File: src/rtl/core/cnlc_pkg.sv
package cnlc_pkg;

    // Field widths
    localparam int CARD_W      = 64;
    localparam int COUNT_W     = 5;
    localparam int CLASS_W     = 2;
    localparam int DIGIT_W     = 4;

    // Decimal digits that a 64-bit value can hold
    localparam int BCD_DIGITS  = 20;
    localparam int BCD_W       = BCD_DIGITS * DIGIT_W;
    localparam int BIT_CNT_W   = $clog2(CARD_W);
    localparam int POS_W       = $clog2(BCD_DIGITS);

    // Default longest accepted number
    localparam int MAX_DIGITS_DEF = 19;

    // Issuer classes
    localparam logic [CLASS_W-1:0] CLASS_INVALID = 2'd0;
    localparam logic [CLASS_W-1:0] CLASS_3X_15   = 2'd1;
    localparam logic [CLASS_W-1:0] CLASS_5X_16   = 2'd2;
    localparam logic [CLASS_W-1:0] CLASS_4_13_16 = 2'd3;

    // Lengths and leading digits used by the prefix rules
    localparam logic [COUNT_W-1:0] LEN_THIRTEEN = 5'd13;
    localparam logic [COUNT_W-1:0] LEN_FIFTEEN  = 5'd15;
    localparam logic [COUNT_W-1:0] LEN_SIXTEEN  = 5'd16;

    localparam logic [DIGIT_W-1:0] DIG_ONE   = 4'd1;
    localparam logic [DIGIT_W-1:0] DIG_THREE = 4'd3;
    localparam logic [DIGIT_W-1:0] DIG_FOUR  = 4'd4;
    localparam logic [DIGIT_W-1:0] DIG_FIVE  = 4'd5;
    localparam logic [DIGIT_W-1:0] DIG_SEVEN = 4'd7;
    localparam logic [DIGIT_W-1:0] DIG_NINE  = 4'd9;
    localparam logic [DIGIT_W-1:0] DIG_TEN   = 4'd10;

    // Sequencer states
    typedef enum logic [2:0] {
        ST_IDLE,
        ST_CONV,
        ST_SETUP,
        ST_SCAN,
        ST_FINISH
    } state_t;

    // Control to a serial unit
    typedef struct packed {
        logic load;
        logic step;
    } ctrl_t;

endpackage

File: src/rtl/core/cnlc_bin2bcd.sv
module cnlc_bin2bcd
(
    input  logic                          clk,
    input  logic                          rst_n,
    input  cnlc_pkg::ctrl_t               ctrl,
    input  logic [cnlc_pkg::CARD_W-1:0]   acct_number,
    output logic [cnlc_pkg::BCD_W-1:0]    bcd,
    output logic                          done
);

    logic [cnlc_pkg::CARD_W-1:0]    bin_reg;
    logic [cnlc_pkg::CARD_W-1:0]    bin_next;
    logic [cnlc_pkg::BCD_W-1:0]     bcd_reg;
    logic [cnlc_pkg::BCD_W-1:0]     bcd_next;
    logic [cnlc_pkg::BCD_W-1:0]     bcd_adj;
    logic [cnlc_pkg::BIT_CNT_W-1:0] bit_cnt_reg;
    logic [cnlc_pkg::BIT_CNT_W-1:0] bit_cnt_next;

    // Add three to every digit of five or more before the shift
    always_comb
    begin
        for (int i = 0; i < cnlc_pkg::BCD_DIGITS; i++)
        begin
            if (bcd_reg[i*cnlc_pkg::DIGIT_W +: cnlc_pkg::DIGIT_W] >= cnlc_pkg::DIG_FIVE)
            begin
                bcd_adj[i*cnlc_pkg::DIGIT_W +: cnlc_pkg::DIGIT_W] =
                    bcd_reg[i*cnlc_pkg::DIGIT_W +: cnlc_pkg::DIGIT_W] + cnlc_pkg::DIG_THREE;
            end
            else
            begin
                bcd_adj[i*cnlc_pkg::DIGIT_W +: cnlc_pkg::DIGIT_W] =
                    bcd_reg[i*cnlc_pkg::DIGIT_W +: cnlc_pkg::DIGIT_W];
            end
        end
    end

    // Load the operand, or shift one binary bit into the decimal register
    always_comb
    begin
        bin_next     = bin_reg;
        bcd_next     = bcd_reg;
        bit_cnt_next = bit_cnt_reg;
        if (ctrl.load)
        begin
            bin_next     = acct_number;
            bcd_next     = '0;
            bit_cnt_next = '0;
        end
        else if (ctrl.step)
        begin
            bin_next     = {bin_reg[cnlc_pkg::CARD_W-2:0], 1'b0};
            bcd_next     = {bcd_adj[cnlc_pkg::BCD_W-2:0], bin_reg[cnlc_pkg::CARD_W-1]};
            bit_cnt_next = bit_cnt_reg + 1'b1;
        end
    end

    // Hold the shift registers
    always_ff @(posedge clk)
    begin
        bin_reg <= bin_next;
        bcd_reg <= bcd_next;
    end

    // Count bits shifted
    always_ff @(posedge clk or negedge rst_n)
    begin
        if (!rst_n)
        begin
            bit_cnt_reg <= '0;
        end
        else
        begin
            bit_cnt_reg <= bit_cnt_next;
        end
    end

    assign bcd  = bcd_reg;
    assign done = ctrl.step &&
                  (bit_cnt_reg == cnlc_pkg::BIT_CNT_W'(cnlc_pkg::CARD_W - 1));

endmodule

File: src/rtl/core/cnlc_digit_scan.sv
module cnlc_digit_scan
#(
    parameter int MAX_DIGITS = cnlc_pkg::MAX_DIGITS_DEF
)
(
    input  logic                           clk,
    input  logic                           rst_n,
    input  cnlc_pkg::ctrl_t                ctrl,
    input  logic [cnlc_pkg::BCD_W-1:0]     bcd,
    output logic                           done,
    output logic [cnlc_pkg::CLASS_W-1:0]   issuer_class,
    output logic [cnlc_pkg::COUNT_W-1:0]   digit_count,
    output logic                           checksum_ok
);

    logic [cnlc_pkg::BCD_W-1:0]   digits_reg;
    logic [cnlc_pkg::BCD_W-1:0]   digits_next;
    logic [cnlc_pkg::POS_W-1:0]   pos_reg;
    logic [cnlc_pkg::POS_W-1:0]   pos_next;
    logic [cnlc_pkg::DIGIT_W-1:0] sum_reg;
    logic [cnlc_pkg::DIGIT_W-1:0] sum_next;
    logic [cnlc_pkg::COUNT_W-1:0] len_reg;
    logic [cnlc_pkg::COUNT_W-1:0] len_next;
    logic [cnlc_pkg::DIGIT_W-1:0] prev_reg;
    logic [cnlc_pkg::DIGIT_W-1:0] prev_next;
    logic [cnlc_pkg::DIGIT_W-1:0] hi_reg;
    logic [cnlc_pkg::DIGIT_W-1:0] hi_next;
    logic [cnlc_pkg::DIGIT_W-1:0] lo_reg;
    logic [cnlc_pkg::DIGIT_W-1:0] lo_next;

    logic [cnlc_pkg::DIGIT_W-1:0] cur_digit;
    logic [cnlc_pkg::DIGIT_W:0]   dbl_digit;
    logic [cnlc_pkg::DIGIT_W-1:0] term;
    logic [cnlc_pkg::DIGIT_W:0]   sum_raw;
    logic                         too_long;
    logic                         ok;
    logic                         rule_3x;
    logic                         rule_5x;
    logic                         rule_4;

    // Luhn term of the current digit: double odd places, fold above nine
    always_comb
    begin
        cur_digit = digits_reg[cnlc_pkg::DIGIT_W-1:0];
        dbl_digit = {cur_digit, 1'b0};
        if (!pos_reg[0])
        begin
            term = cur_digit;
        end
        else if (dbl_digit > {1'b0, cnlc_pkg::DIG_NINE})
        begin
            term = cnlc_pkg::DIGIT_W'(dbl_digit - {1'b0, cnlc_pkg::DIG_NINE});
        end
        else
        begin
            term = dbl_digit[cnlc_pkg::DIGIT_W-1:0];
        end
        sum_raw = {1'b0, sum_reg} + {1'b0, term};
    end

    // Load the digits, or consume one digit from the least significant end
    always_comb
    begin
        digits_next = digits_reg;
        pos_next    = pos_reg;
        sum_next    = sum_reg;
        len_next    = len_reg;
        prev_next   = prev_reg;
        hi_next     = hi_reg;
        lo_next     = lo_reg;
        if (ctrl.load)
        begin
            digits_next = bcd;
            pos_next    = '0;
            sum_next    = '0;
            len_next    = '0;
            prev_next   = '0;
            hi_next     = '0;
            lo_next     = '0;
        end
        else if (ctrl.step)
        begin
            digits_next = {{cnlc_pkg::DIGIT_W{1'b0}},
                           digits_reg[cnlc_pkg::BCD_W-1:cnlc_pkg::DIGIT_W]};
            pos_next    = pos_reg + 1'b1;
            if (sum_raw >= {1'b0, cnlc_pkg::DIG_TEN})
            begin
                sum_next = cnlc_pkg::DIGIT_W'(sum_raw - {1'b0, cnlc_pkg::DIG_TEN});
            end
            else
            begin
                sum_next = sum_raw[cnlc_pkg::DIGIT_W-1:0];
            end
            prev_next = cur_digit;
            if (cur_digit != '0)
            begin
                len_next = cnlc_pkg::COUNT_W'(pos_reg) + 1'b1;
                hi_next  = cur_digit;
                lo_next  = prev_reg;
            end
        end
    end

    // Hold the digit register and running values
    always_ff @(posedge clk)
    begin
        digits_reg <= digits_next;
        sum_reg    <= sum_next;
        len_reg    <= len_next;
        prev_reg   <= prev_next;
        hi_reg     <= hi_next;
        lo_reg     <= lo_next;
    end

    // Track the digit place
    always_ff @(posedge clk or negedge rst_n)
    begin
        if (!rst_n)
        begin
            pos_reg <= '0;
        end
        else
        begin
            pos_reg <= pos_next;
        end
    end

    assign done = ctrl.step &&
                  (pos_reg == cnlc_pkg::POS_W'(cnlc_pkg::BCD_DIGITS - 1));

    // Classify from length, checksum and the two leading digits
    always_comb
    begin
        too_long = len_reg > cnlc_pkg::COUNT_W'(MAX_DIGITS);
        ok       = !too_long && (len_reg != '0) && (sum_reg == '0);
        rule_3x  = (len_reg == cnlc_pkg::LEN_FIFTEEN) && (hi_reg == cnlc_pkg::DIG_THREE) &&
                   ((lo_reg == cnlc_pkg::DIG_FOUR) || (lo_reg == cnlc_pkg::DIG_SEVEN));
        rule_5x  = (len_reg == cnlc_pkg::LEN_SIXTEEN) && (hi_reg == cnlc_pkg::DIG_FIVE) &&
                   (lo_reg >= cnlc_pkg::DIG_ONE) && (lo_reg <= cnlc_pkg::DIG_FIVE);
        rule_4   = ((len_reg == cnlc_pkg::LEN_THIRTEEN) || (len_reg == cnlc_pkg::LEN_SIXTEEN))
                   && (hi_reg == cnlc_pkg::DIG_FOUR);

        if (!ok)
        begin
            issuer_class = cnlc_pkg::CLASS_INVALID;
        end
        else if (rule_3x)
        begin
            issuer_class = cnlc_pkg::CLASS_3X_15;
        end
        else if (rule_5x)
        begin
            issuer_class = cnlc_pkg::CLASS_5X_16;
        end
        else if (rule_4)
        begin
            issuer_class = cnlc_pkg::CLASS_4_13_16;
        end
        else
        begin
            issuer_class = cnlc_pkg::CLASS_INVALID;
        end

        digit_count = too_long ? cnlc_pkg::COUNT_W'(MAX_DIGITS + 1) : len_reg;
        checksum_ok = ok;
    end

endmodule

File: src/rtl/core/card_number_luhn_classifier.sv
// Card number classifier with mod-10 check.
// Input channel: acct_number with in_valid / in_stall; a transaction is taken
// at a clock edge with in_valid high and in_stall low. in_stall is high while
// a number is being worked on, so one number is handled at a time.
// Output channel: issuer_class, digit_count and checksum_ok with out_valid /
// out_stall; one result per input, held stable while out_stall is high.
// From the accepting edge to out_valid: bit-serial binary to decimal
// conversion of the 64-bit value (one input bit per cycle through the
// shift-and-add-three register), a set-up state, a scan of the 20 decimal
// digits at one digit per cycle for length, checksum and leading digits,
// and a finish state that registers the result when the output is free.
// The next number is taken while a result still waits in the output register;
// if that result is still stalled when the next one is ready, the block holds
// the new result and keeps in_stall high until the output register frees.
// Reset (rst_n, asynchronous, active low) empties the output register and
// returns the sequencer to idle.
module card_number_luhn_classifier
#(
    parameter int MAX_DIGITS = cnlc_pkg::MAX_DIGITS_DEF
)
(
    input  logic                          clk,
    input  logic                          rst_n,
    input  logic                          in_valid,
    output logic                          in_stall,
    input  logic [cnlc_pkg::CARD_W-1:0]   acct_number,
    output logic                          out_valid,
    input  logic                          out_stall,
    output logic [cnlc_pkg::CLASS_W-1:0]  issuer_class,
    output logic [cnlc_pkg::COUNT_W-1:0]  digit_count,
    output logic                          checksum_ok
);

    cnlc_pkg::state_t state_reg;
    cnlc_pkg::state_t state_next;

    cnlc_pkg::ctrl_t conv_ctrl;
    cnlc_pkg::ctrl_t scan_ctrl;

    logic                          conv_done;
    logic                          scan_done;
    logic [cnlc_pkg::BCD_W-1:0]    bcd;
    logic [cnlc_pkg::CLASS_W-1:0]  res_class;
    logic [cnlc_pkg::COUNT_W-1:0]  res_count;
    logic                          res_ok;
    logic                          out_free;
    logic                          res_load;

    logic                          out_valid_reg;
    logic                          out_valid_next;
    logic [cnlc_pkg::CLASS_W-1:0]  class_reg;
    logic [cnlc_pkg::COUNT_W-1:0]  count_reg;
    logic                          ok_reg;

    assign out_free = !out_valid_reg || !out_stall;

    // Advance the sequencer
    always_comb
    begin
        state_next = state_reg;
        case (state_reg)
            cnlc_pkg::ST_IDLE:
            begin
                if (in_valid)
                begin
                    state_next = cnlc_pkg::ST_CONV;
                end
            end
            cnlc_pkg::ST_CONV:
            begin
                if (conv_done)
                begin
                    state_next = cnlc_pkg::ST_SETUP;
                end
            end
            cnlc_pkg::ST_SETUP:
            begin
                state_next = cnlc_pkg::ST_SCAN;
            end
            cnlc_pkg::ST_SCAN:
            begin
                if (scan_done)
                begin
                    state_next = cnlc_pkg::ST_FINISH;
                end
            end
            cnlc_pkg::ST_FINISH:
            begin
                if (out_free)
                begin
                    state_next = cnlc_pkg::ST_IDLE;
                end
            end
            default:
            begin
                state_next = cnlc_pkg::ST_IDLE;
            end
        endcase
    end

    // Drive the serial units and the handshake from the state
    always_comb
    begin
        conv_ctrl = '0;
        scan_ctrl = '0;
        in_stall  = 1'b1;
        res_load  = 1'b0;
        case (state_reg)
            cnlc_pkg::ST_IDLE:
            begin
                in_stall       = 1'b0;
                conv_ctrl.load = in_valid;
            end
            cnlc_pkg::ST_CONV:
            begin
                conv_ctrl.step = 1'b1;
            end
            cnlc_pkg::ST_SETUP:
            begin
                scan_ctrl.load = 1'b1;
            end
            cnlc_pkg::ST_SCAN:
            begin
                scan_ctrl.step = 1'b1;
            end
            cnlc_pkg::ST_FINISH:
            begin
                res_load = out_free;
            end
            default:
            begin
                in_stall = 1'b1;
            end
        endcase
    end

    // Hold the state
    always_ff @(posedge clk or negedge rst_n)
    begin
        if (!rst_n)
        begin
            state_reg <= cnlc_pkg::ST_IDLE;
        end
        else
        begin
            state_reg <= state_next;
        end
    end

    cnlc_bin2bcd u_bin2bcd
    (
        .clk         (clk),
        .rst_n       (rst_n),
        .ctrl        (conv_ctrl),
        .acct_number (acct_number),
        .bcd         (bcd),
        .done        (conv_done)
    );

    cnlc_digit_scan
    #(
        .MAX_DIGITS (MAX_DIGITS)
    )
    u_digit_scan
    (
        .clk          (clk),
        .rst_n        (rst_n),
        .ctrl         (scan_ctrl),
        .bcd          (bcd),
        .done         (scan_done),
        .issuer_class (res_class),
        .digit_count  (res_count),
        .checksum_ok  (res_ok)
    );

    // Fill the output register on a finished result, drop it once taken
    always_comb
    begin
        out_valid_next = out_valid_reg;
        if (res_load)
        begin
            out_valid_next = 1'b1;
        end
        else if (out_valid_reg && !out_stall)
        begin
            out_valid_next = 1'b0;
        end
    end

    always_ff @(posedge clk or negedge rst_n)
    begin
        if (!rst_n)
        begin
            out_valid_reg <= 1'b0;
        end
        else
        begin
            out_valid_reg <= out_valid_next;
        end
    end

    // Capture the result transaction
    always_ff @(posedge clk)
    begin
        if (res_load)
        begin
            class_reg <= res_class;
            count_reg <= res_count;
            ok_reg    <= res_ok;
        end
    end

    assign out_valid    = out_valid_reg;
    assign issuer_class = class_reg;
    assign digit_count  = count_reg;
    assign checksum_ok  = ok_reg;

endmodule
File: config.mk
export PLATFORM = sky130hd
export DESIGN_NAME = card_number_luhn_classifier
export DESIGN_NICKNAME = d
export VERILOG_FILES = /design/src/rtl/core/cnlc_pkg.sv /design/src/rtl/core/cnlc_bin2bcd.sv /design/src/rtl/core/cnlc_digit_scan.sv /design/src/rtl/core/card_number_luhn_classifier.sv
export SDC_FILE = /design/constraint.sdc
export NUM_CORES = 1
export LEC_CHECK = 0
export BUFFER_PORTS_ARGS = -buffer_cell sky130_fd_sc_hd__buf_2
export CORE_UTILIZATION = 30
export CTS_BUF_LIST = sky130_fd_sc_hd__clkbuf_2 sky130_fd_sc_hd__clkbuf_4 sky130_fd_sc_hd__clkbuf_8
export CTS_CLUSTER_SIZE = 14
export DETAILED_ROUTE_END_ITERATION = 8
export GPL_TIMING_DRIVEN = 0
export MAX_ROUTING_LAYER = met4
export PLACE_DENSITY = 0.54
export RECOVER_POWER = 25
export SLEW_MARGIN = 20
export SYNTH_ARGS = -nofsm -noshare
export SYNTH_HDL_FRONTEND = slang
export SYNTH_HIERARCHICAL = 1
export SYNTH_SLANG_ARGS = --single-unit
export TNS_END_PERCENT = 20
File: constraint.sdc
create_clock -name clk -period 7.8 [get_ports clk]
set_input_delay 0.78 -clock clk [delete_from_list [all_inputs] [get_ports clk]]
set_output_delay 0.78 -clock clk [all_outputs]
set_load 0.02 [all_outputs]
Yosys cells after proc, flatten, opt, wreduce, memory -nomap -nowiden

Index checks and enable logic that the tools add are counted.

Flip-flop bits (word level): 268
Word-level logic and storage cells: 159

$add $sub $neg: 25
Magnitude comparators: 25
Eq/ne operators: 18
Muxes and demuxes: 47
Bitwise logic cells: 1
Reduce and logical (&&, ||, !) cells: 27

Operators by type and width:

| kind                | count |
|---|---|
| $mux 80             | 2 |
| $mux 64             | 2 |
| $mux 4              | 22 |
| $ge 4x3->1 const B  | 20 |
| $add 4x2->4 const B | 19 |
| $eq 4x3->1 const B  | 4 |
| $mux 3              | 5 |
| $pmux 3 s5          | 1 |
| $mux 6              | 2 |
| $logic_and 1x1->1   | 11 |
| $eq 5x4->1 const B  | 2 |
| $eq 5x5->1 const B  | 2 |
| $mux 5              | 2 |
| $mux 1              | 9 |
| $ne 2x2->1 const B  | 4 |
| $sub 4x4->4 const B | 2 |
| $add 6x1->6 const B | 1 |
| $eq 3x2->1 const B  | 2 |
| $eq 6x6->1 const B  | 1 |
| $reduce_bool 2->1   | 3 |
| $add 4x4->5         | 1 |
| $add 5x1->5 const B | 1 |
| $ge 5x4->1 const B  | 1 |
| $gt 5x4->1 const B  | 1 |
| other kinds (18)    | 23 |

Logic depth before layout (Yosys ltp)

Word-level depth: 6
Mapped depth: 15
Gate-level depth less buffers: 15

Hierarchy

Netlist, hierarchy kept.

By module, submodules not included:

| module                      | instances | cells each | area an instance (µm²) | seq. area each (µm²) |
|---|---|---|---|---|
| cnlc_bin2bcd                | 1         | 776        | 7793.7                 | 3673.5 |
| cnlc_digit_scan             | 1         | 355        | 4855.9                 | 2947.8 |
| card_number_luhn_classifier | 1         | 34         | 469.2                  | 340.3 |

Worst setup path after synthesis

No wires, ideal clock.

Path type: flip-flop to flip-flop
Start point: register u_digit_scan/digits_reg[0] (netlist name)
End point: register u_digit_scan/sum_reg[1] (netlist name)
Library setup time: 0.088 ns
Data arrival time: 3.156 ns
Setup slack: 4.556 ns
Cell stages (with the launch flop): 16
Clock period less this slack: 3.244 ns
Cell sequence: edfxtp_1 -> inv_1 -> ha_1 -> inv_1 -> a21oi_1 -> xnor2_1 -> nand2_1 -> o21a_1 -> fa_1 -> xnor2_2 -> inv_1 -> ha_1 -> o31ai_1 -> a311o_1 -> or3_1 -> a311oi_2

Longest elaborated chain between the ends: 6
Elaborated cells between the ends (all ways): 8
Classes of those cells: add/sub: 3; order compare: 2; mux: 3

RTL lines:

| what                                      | RTL line                                     | text |
|---|---|---|
| start: declaration                        | cnlc_digit_scan.sv:16                        | `logic [cnlc_pkg::BCD_W-1:0] digits_reg;` |
| start signal: assignment                  | cnlc_digit_scan.sv:107                       | `digits_reg <= digits_next;` |
| $sub 4x4->4 or $gt 5x4->1 (tied branches) | cnlc_digit_scan.sv:52, cnlc_digit_scan.sv:50 |  |
| $mux 4                                    | cnlc_digit_scan.sv:50                        | `else if (dbl_digit > {1'b0, cnlc_pkg::DIG_NINE})` |
| $mux 4 *                                  | cnlc_digit_scan.sv:46                        | `if (!pos_reg[0])` |
| $add 4x4->5 *                             | cnlc_digit_scan.sv:58                        | `sum_raw = {1'b0, sum_reg} + {1'b0, term};` |
| $sub 4x4->4 or $ge 5x4->1 (tied branches) | cnlc_digit_scan.sv:88, cnlc_digit_scan.sv:86 |  |
| $mux 4 *                                  | cnlc_digit_scan.sv:86                        | `if (sum_raw >= {1'b0, cnlc_pkg::DIG_TEN})` |
| end signal: assignment                    | cnlc_digit_scan.sv:108                       | `sum_reg <= sum_next;` |
| end: declaration                          | cnlc_digit_scan.sv:20                        | `logic [cnlc_pkg::DIGIT_W-1:0] sum_reg;` |

Every way passes the cells marked *; elsewhere a longest branch is shown, timed or not.
A chain may end at the register's enable or synchronous reset.

==> results.txt <==
----------------------------------------------------
[Routing]
  # DRC ... 0
  Vias ... 9530
  Remaining number of nets flagged by the antenna check after routing ... 0
  First DRT Iteration DRCs ... roughly 700
  DR pass1 iterations ... 5
  Routed length per placed instance ... around 17 um
  Via/cell ratio ... 4.98
  Total length of routed wires ... about 33 mm

[CTS]
  PostCTS Resize Cnt ... 0
  Clock tree from TritonCTS ... yes
  Maximum count of clock buffers along a single path ... 3
  Clock slew at the register clock pins of the worst setup and hold paths ... about 0.060 ns
  Clock buffer count from CTS ... 47
  Clock latency on the worst-skew pair ... 0.56 ns
  Number of buffers inserted by hold repair at cts ... 0
  # Post-CTS Setup Buffers ... 0
  Count of H-tree levels built during CTS ... 2
  CTS root buf ... clkbuf_8
  Sinks on the clock net ... 268

[Logic synthesis]
  Synth async-reset ratio ... 0.0560
  Share of Yosys cell area claimed by the top area cell type ... 0.348
  Count of flip-flops with a built-in enable after synthesis ... approximately 150
  Synth cell types ... 63
  Seq/Total Area, Yosys ... 0.531
  Yosys warnings ... 6
  Cells after Synth ... 1165
  Register bit total from synthesis ... between 200 and 300
  Cell Area, Synth ... about 0.013 mm^2
  Library cell occupying the most area in the post-synthesis netlist ... edfxtp_1
  Average footprint of a synthesized cell ... 11.3 um^2
  Area contributors post-synth ... edfxtp_1, dfxtp_1, mux2_2
  Dominant synthesized flop cell ... edfxtp_1
  Synthesized net count ... 1282

[Job]
  Maximum Capacitance Violations ... 0

[Worst setup path]
  CP Launch Point ... state_reg[2]
  Data arrival time of the critical path ... 4.01 ns
  Critical Path Source Type ... register
  CP Data Required Time ... between 8 and 9 ns
  Destination of the worst register-to-register timing path ... u_digit_scan/digits_reg[79]
  Largest fanout of any net on the critical path ... 47
  Crit end category ... register
  CP endpoint ... u_digit_scan/digits_reg[79]
  Minimum setup slack among reg-to-reg paths ... 4.02 ns
  Critical Setup Path Class ... reg2reg
  Reg-to-Reg Start ... state_reg[2]
  Path depth of the worst reg2reg path ... 7

[Worst hold path]
  Path category of the worst min-delay check ... in2async

[Timing]
  Setup TNS ... 0 ns
  Number of hold violations in the final report ... 0
  Max-Slew Margin vs Limit ... 0.372
  Highest achievable clock rate ... about 0.26 GHz
  Setup repair after global routing missed its margin ... no
  Ratio of final minimum period to clock period ... 0.484
  Clock skew ... roughly 0.015 ns
  Number of max-slew violations in the final report ... 0
  Number of setup violations in the final report ... 0
  Worst-margin pin slew ... 0.942 ns
  Min cycle time layout ... 3.78 ns

[Layout]
  Total Nets Final ... 1410
  Ratio of cells with drive above 1 in the final layout ... 0.250
  FF/Latch Area ... a little under 0.007 mm^2
  Area of all placed cells without fillers ... about 0.015 mm^2
  N_diodes ... 0
  Most common library cell in the layout ignoring fill and taps ... edfxtp_1
  Non-filler instance count after layout ... 1914
  Area added between synthesis and finish ... 16.0%
  Count of fill cells added during filler insertion ... about 4300
  Multi-input gate area in the final layout ... between 0.005 and 0.006 mm^2
  Highest-count cells in the layout ignoring fill and taps ... edfxtp_1, mux2_2, dfxtp_1, inv_1, buf_2

[GRT]
  Via count of the first global-routing pass ... ~9300
  Global-route wire length before repair ... 51.0 mm
  Pin count of the biggest net entering global routing ... 48
  Overall Global Routing Usage ... 0.150
  Global-route congestion overflow total ... 0
  Antenna violations before repair ... 1

[Power]
  Worst IR drop on VDD ... 0.167 mV
  Power per cell area ... 447 mW/mm^2
  Static Leak ... 5.71 nW
  Post-route total power ... 6.80 mW

[Place]
  Detailed Place HPWL ... ~22 mm
  Number of placed cells counting well taps ... about 1800
  Dpl cell area ... 0.0143 mm^2
  Gpl congestion ... approximately 0.83
  Number of buffer cells added on primary ports ... 77

[Floorplanning]
  Number of I/O pins ... 78
  Width of the die ... 211 um
  Die Outline Area ... 0.0446 mm^2
  Initial cell density of the core ... 0.305
  Die extent in y ... approximately 210 um
  Placement Rows ... 76
  Core Footprint ... ~0.043 mm^2

[Run status]
  Outcome ... finished, final reports clean

----------------------------------------------------
==> critical path, stage by stage (launching register included) <==
cell,delay (ns)
dfrtp_1,0.42
nand2b_1,0.20
nor2_1,0.10
clkbuf_1,0.57
clkbuf_1,0.62
clkbuf_1,0.59
or2_4,0.57
buf_16,0.31
==> routing by layer <==
layer / global-route usage / routed length [um] / vias up
met5: - / 0 / -
met3: 0.0265 / 1700 / 75
met1: 0.199 / 15300 / 4613
li1: - / - / 4566
met2: 0.231 / 15200 / 276
met4: 0.0510 / 813 / 0
==> synthesized netlist by cell type (all sizes together) (24+ instances only) <==
master  count
clkbuf     28
a21oi      77
o21ai      79
buf        29
ha         48
inv        84
dfxtp     101
nor2       76
mux2      139
edfxtp    152
nand3      24
nand2      59
==> how the worst min path moves through the flow <==
| stage | start | end | depth (start not counted) |
|---|---|---|---|
| floorplan | u_bin2bcd/bcd[79] | u_bin2bcd/bcd[79] | 2 |
| global placement | u_digit_scan/prev_reg[2] | u_digit_scan/prev_reg[2] | 2 |
| detailed placement | u_digit_scan/prev_reg[2] | u_digit_scan/prev_reg[2] | 2 |
| CTS | rst_n | u_digit_scan/pos_reg[0] | 1 |
| global route | rst_n | state_reg[1] | 1 |
| finish | rst_n | u_digit_scan/pos_reg[3] | 1 |
==> cells by family after synthesis <==
family / share of synthesized area
AOI/OAI and AO/OA: 0.130
xor gates and xnor gates: 0.0106
adders and majority gates: 0.0473
buffers and inverters: 0.0443
DFF: 0.531
muxes: 0.130
and+or+nand+nor: 0.107
==> cell type report <==
class / instances / share of cell area
Buffer: 57 / 0.0170
Clock buffer: 81 / 0.0617
Clock inverter: 4 / 0.00148
Inverter: 84 / 0.0207
Multi-Input combinational cell: 756 / 0.366
Sequential cell: 268 / 0.457
Tap cell: 585 / 0.0481
Timing Repair Buffer: 79 / 0.0275
==> power by group <==
part / internal, mW / switching, mW / leakage (nW)
Sequential: 2.26 / 0.447 / 2.49
Clock: 0.751 / 0.571 / 0.513
Combinational: 1.21 / 1.56 / 2.70
Total: 4.22 / 2.58 / 5.71
==> through the flow <==
stage                     hold WS, ns  setup slack, ns   util
after global placement          0.461             3.19  0.330
after global routing            0.370             3.84  0.353
after detailed placement        0.466             4.04  0.332
after CTS                       0.113             4.03  0.354
after floorplan                 0.440             4.56      -
final                           0.330             4.02  0.353
Power figures use the tool's default switching activity.
